--- src/rtl/i2cts_ram.sv ---
// Generic single-port-write, single-port-read RAM with registered read data.
// No dependencies.
`default_nettype none

module i2cts_ram #(
    parameter int WIDTH = 8,
    parameter int DEPTH = 256
) (
    input  wire logic                     aclk,
    input  wire logic                     we,
    input  wire logic [$clog2(DEPTH)-1:0] waddr,
    input  wire logic [WIDTH-1:0]         wdata,
    input  wire logic [$clog2(DEPTH)-1:0] raddr,
    output      logic [WIDTH-1:0]         rdata
);

    logic [WIDTH-1:0] mem [DEPTH];

    always_ff @(posedge aclk) begin
        if (we) begin
            mem[waddr] <= wdata;
        end
        rdata <= mem[raddr];
    end

endmodule

`default_nettype wire

--- config.mk ---
export PLATFORM = sky130hd
export DESIGN_NAME = i2cts_ram
export DESIGN_NICKNAME = d
export VERILOG_FILES = /design/src/rtl/i2cts_ram.sv
export SDC_FILE = /design/constraint.sdc
export NUM_CORES = 2
export LEC_CHECK = 0
export BUFFER_PORTS_ARGS = -buffer_cell sky130_fd_sc_hd__buf_2
export CORE_MARGIN = 2
export CORE_UTILIZATION = 65
export DETAILED_ROUTE_END_ITERATION = 8
export GPL_TIMING_DRIVEN = 0
export MAX_ROUTING_LAYER = met4
export PLACE_DENSITY = 0.81
export SETUP_SLACK_MARGIN = 0.1
export SLEW_MARGIN = 20
export SYNTH_ARGS = -nofsm -noshare
export SYNTH_HDL_FRONTEND = slang
export SYNTH_SLANG_ARGS = --single-unit
--- constraint.sdc ---
create_clock -name aclk -period 5 [get_ports aclk]
set_clock_uncertainty 0.2 [all_clocks]
set_input_delay 0.25 -clock aclk [delete_from_list [all_inputs] [get_ports aclk]]
set_output_delay 0.25 -clock aclk [all_outputs]
set_load 0.02 [all_outputs]
======== Yosys cells after proc, flatten, opt, wreduce, memory -nomap -nowiden ========
Memories as Yosys holds them, arrays and structs flattened. A register that Yosys moved wholly into a read port is not among the register bits.
Cells that the tools add are included.
Widths: inputs -> output; s select.
word-level totals
  word-level logic and storage cells ...... 3
  bits in writable memories ............... 2048
  memories ................................ 1
  output and inout bits ................... 8
  input port bits ......................... 26
  register bits ........................... 0
cells by class
  multiplexer cells ....................... 2
memory list
  name  depth  width  rd ports  clocked after Yosys merged registers in  write ports  line  source
  mem   256    8      1         1                                        1            17    logic [WIDTH-1:0] mem [DEPTH];
operators with widths
  cell    count
  $mux 1  2

======== Depth between registers and ports, before layout ========
  word-level depth ........................ 2
  depth in mapped cells ................... 11
  depth with buffers taken out ............ 6

======== Worst setup path before layout ========
OpenSTA, ideal clock, no wires.
  path kind ............................... input to register
  from .................................... input raddr[0]
  to ...................................... register rdata[2], read port of mem
  cell stages on the path ................. 9
  path buffers ............................ 4
  data required time ...................... 4669 ps
  arrival time ............................ 2057 ps
  path slack .............................. 2612 ps
  cell sequence ........................... buf_6 -> buf_12 -> buf_8 -> buf_2 -> mux4_2 -> a22oi_1 -> a21oi_1 -> nor4_1 -> nor4_2
RTL lines
  element      line  source
  from (decl)  13    input wire logic [$clog2(DEPTH)-1:0] raddr,
  to (decl)    14    output logic [WIDTH-1:0] rdata

==> key figures <==
Status
  – Outcome: finished clean

Yosys
  – Mapped Nets: 3759
  – Seq/Total Area, Yosys: 77.5%
  – Yosys Warn Count: 0
  – Dominant synthesized flop cell: edfxtp_1
  – Post-Syn Area: 79600 µm²
  – Synth area leaders: edfxtp_1 77%, mux4_2 13%, mux2i_1 1.7%, nor2_1 1.3%, a22oi_1 1.3%
  – Mean post-synth cell area: 21.3 µm²
  – Area share of the largest cell type after synthesis: 77.3%
  – Cells after Synth: 3733
  – Yosys cell types: 55
  – Register bit total from synthesis: 2056
  – Largest area contributor in the netlist: edfxtp_1
  – Async set-reset flop share out of synthesis: 0%
  – Post-synth EDFFs: 2048

Placed design
  – DP Cell Count: 5407
  – Gpl congestion: 1.05
  – Post-place setup slack: 0.222 ns
  – # port buffers: 26
  – Final HPWL DP: 155 mm
  – Area after DPL: 82500 µm²

Global routing
  – Remaining global-route overflow: 0
  – Total track usage: 41.0%
  – Largest net degree at the start of global routing: 133
  – First-pass GRT wire length: 337 mm
  – Initial antenna violation count: 20
  – Vias in the first global route: 43300

Setup path
  – Worst Setup End Kind: flip-flop
  – Critical Path AT: 4.74 ns
  – R2R Setup Slk: 1.45 ns
  – Crit-path max FO: 10
  – Worst setup SP type: input pin
  – RR Startpoint: mem[19][5]
  – Worst r2r dst: rdata[5]
  – R2R depth: 6
  – Crit Path Category: input pin to flip-flop
  – CP required: 5.46 ns

Worst hold path
  – WHS Endpoint: mem[116][6]
  – Hold Startpoint: waddr[4]
  – Hold Crit Class: input pin to flip-flop
  – Hold Crit Depth: 3

Detailed routing
  – Vias/cell: 7.64
  – Routed via count: 44300
  – Total Wirelength: 245 mm
  – # DRC: 0
  – Detailed Route Iter0 Violations: 9679
  – Pre-Repair DR Iteration Count: 9
  – Wire per inst: 42.2 µm
  – Final ANT Viol Nets: 0

Timing
  – Min cycle time layout: 4.29 ns
  – Final slew viol count: 0
  – Final setup vio count: 0
  – Least-Margin Pin Slew: 1.35 ns
  – Final Hold Vio Count: 0
  – Final worst slack: 0.713 ns
  – RSZ-0062 raised after global routing: no
  – Max_slew headroom: 10.1%
  – Fin Hold WS: 0.140 ns
  – Period utilization: 85.7%
  – Highest Clock Rate: 233 MHz

Cells and area
  – Most frequent cells in the layout: 2048 x edfxtp_1, 454 x mux4_2, 278 x nor2_1
  – Area grow syn2layout: 11.8%
  – Fraction of layout cells with a size suffix above 1: 22.7%
  – Non-filler cells, final: 5806
  – Design area: 88900 µm²
  – Most common cell after layout, fill and taps aside: edfxtp_1
  – Layout Nets: 4013

Clock network
  – Number of setup buffers added after CTS: 0
  – Max clock buf depth: 3
  – Clock net sink count: 2056
  – Clock Latency Late Sink: 0.87 ns
  – CTS tree: built
  – CTS root buf: clkbuf_16
  – Clock transition at the registers of the reported paths: 0.07 ns
  – Inserted Clock Buffers: 194
  – CTS H-tree lvls: 4

Floorplan
  – Rows: 128
  – Initial core utilization: 65.4%
  – I/O pins: 34
  – Core area: 122000 µm²
  – Die area: 125000 µm²
  – Die X: 354 µm
  – Die H: 354 µm

Power and ir drop
  – VDD IR max: 0.409 mV
  – Lkg Pwr: 27.6 nW
  – PD cells: 403 nW/µm²
  – Power Total: 35.8 mW

Run
  – Max Cap Viol: 0
[power by group]
group | internal (mW) | switching, mW
combinational | 0.634 | 1.48
sequential | 19.0 | 0.0156
clock | 8.09 | 6.60
[per-layer routing]
metal	track usage (%)	share of wire, %	vias to the layer above	routed length (µm)
li1	-	-	16200	-
met1	50.3	31	22300	76500
met2	56.7	44	4741	107000
met3	16.3	17	1096	40700
met4	27.4	8.5	0	20800
met5	-	0	-	0
[timing repair]
item,4_1_cts,5_1_grt
hold buffers,8,0
hold endpoints to repair,1166,0
resized for setup,0,0
[cells by family after synthesis]
group                  Yosys count  share of synthesized area, %
buffers and inverters          235                          1.83
DFF                           2056                          77.5
and+or+nand+nor                466                          2.63
muxes                          591                          14.6
AOI/OAI and AO/OA              385                          3.42
[flip-flops by register name, indices dropped and copies added, names as in the netlist]
register	flops
mem	2048
rdata	8
[cell type report]
type                    instances  area [µm²]
well taps                    1625        2030
multi-input cells            1442       16500
flip-flops and latches       2056       61700
fillers                      6399       32600
repair buffers                 58         885
clock buffers                 260        5250
inverters                       2        7.51
diodes                         24        60.1
plain buffers                 233        1490
clock inverters               106        1010
[per-stage QoR]
step           setup TNS, ns  util, %
6_report                   0     73.2
5_1_grt                    0     73.2
4_1_cts                    0     73.1
3_5_place_dp               0     67.9
3_3_place_gp          -0.401     67.2
2_1_floorplan              0        -
[critical path: stages]
cell      delay (ns)
buf_2           0.17
buf_2           0.37
and2_1          0.18
buf_1           0.69
clkbuf_1        0.97
a22oi_1         0.36
a21oi_1         0.70
nor3_1          0.20
nor4_2          0.82
[cells in the mapped netlist (10+ instances only)]
master	n
a211oi_1	16
a21oi_1	96
a221oi_1	13
a22oi_1	133
buf_1	22
buf_2	31
buf_4	27
buf_6	21
buf_8	13
clkbuf_1	111
edfxtp_1	2048
mux2i_1	134
mux4_2	454
nand2_1	33
nand3_1	34
nand4_1	10
nor2_1	282
nor2b_1	31
nor3_1	22
nor4_1	24
o211ai_1	10
o21ai_0	10
o221ai_1	46
o22ai_1	28
[worst max path at each step]
stage	startpoint	end	depth (start not counted)
2_1_floorplan	raddr[0]	rdata[2]	9
3_3_place_gp	raddr[1]	rdata[4]	9
3_5_place_dp	raddr[2]	rdata[7]	9
4_1_cts	raddr[1]	rdata[1]	9
5_1_grt	raddr[3]	rdata[1]	9
6_report	raddr[3]	rdata[2]	9
(Power assumes the default switching activity.)
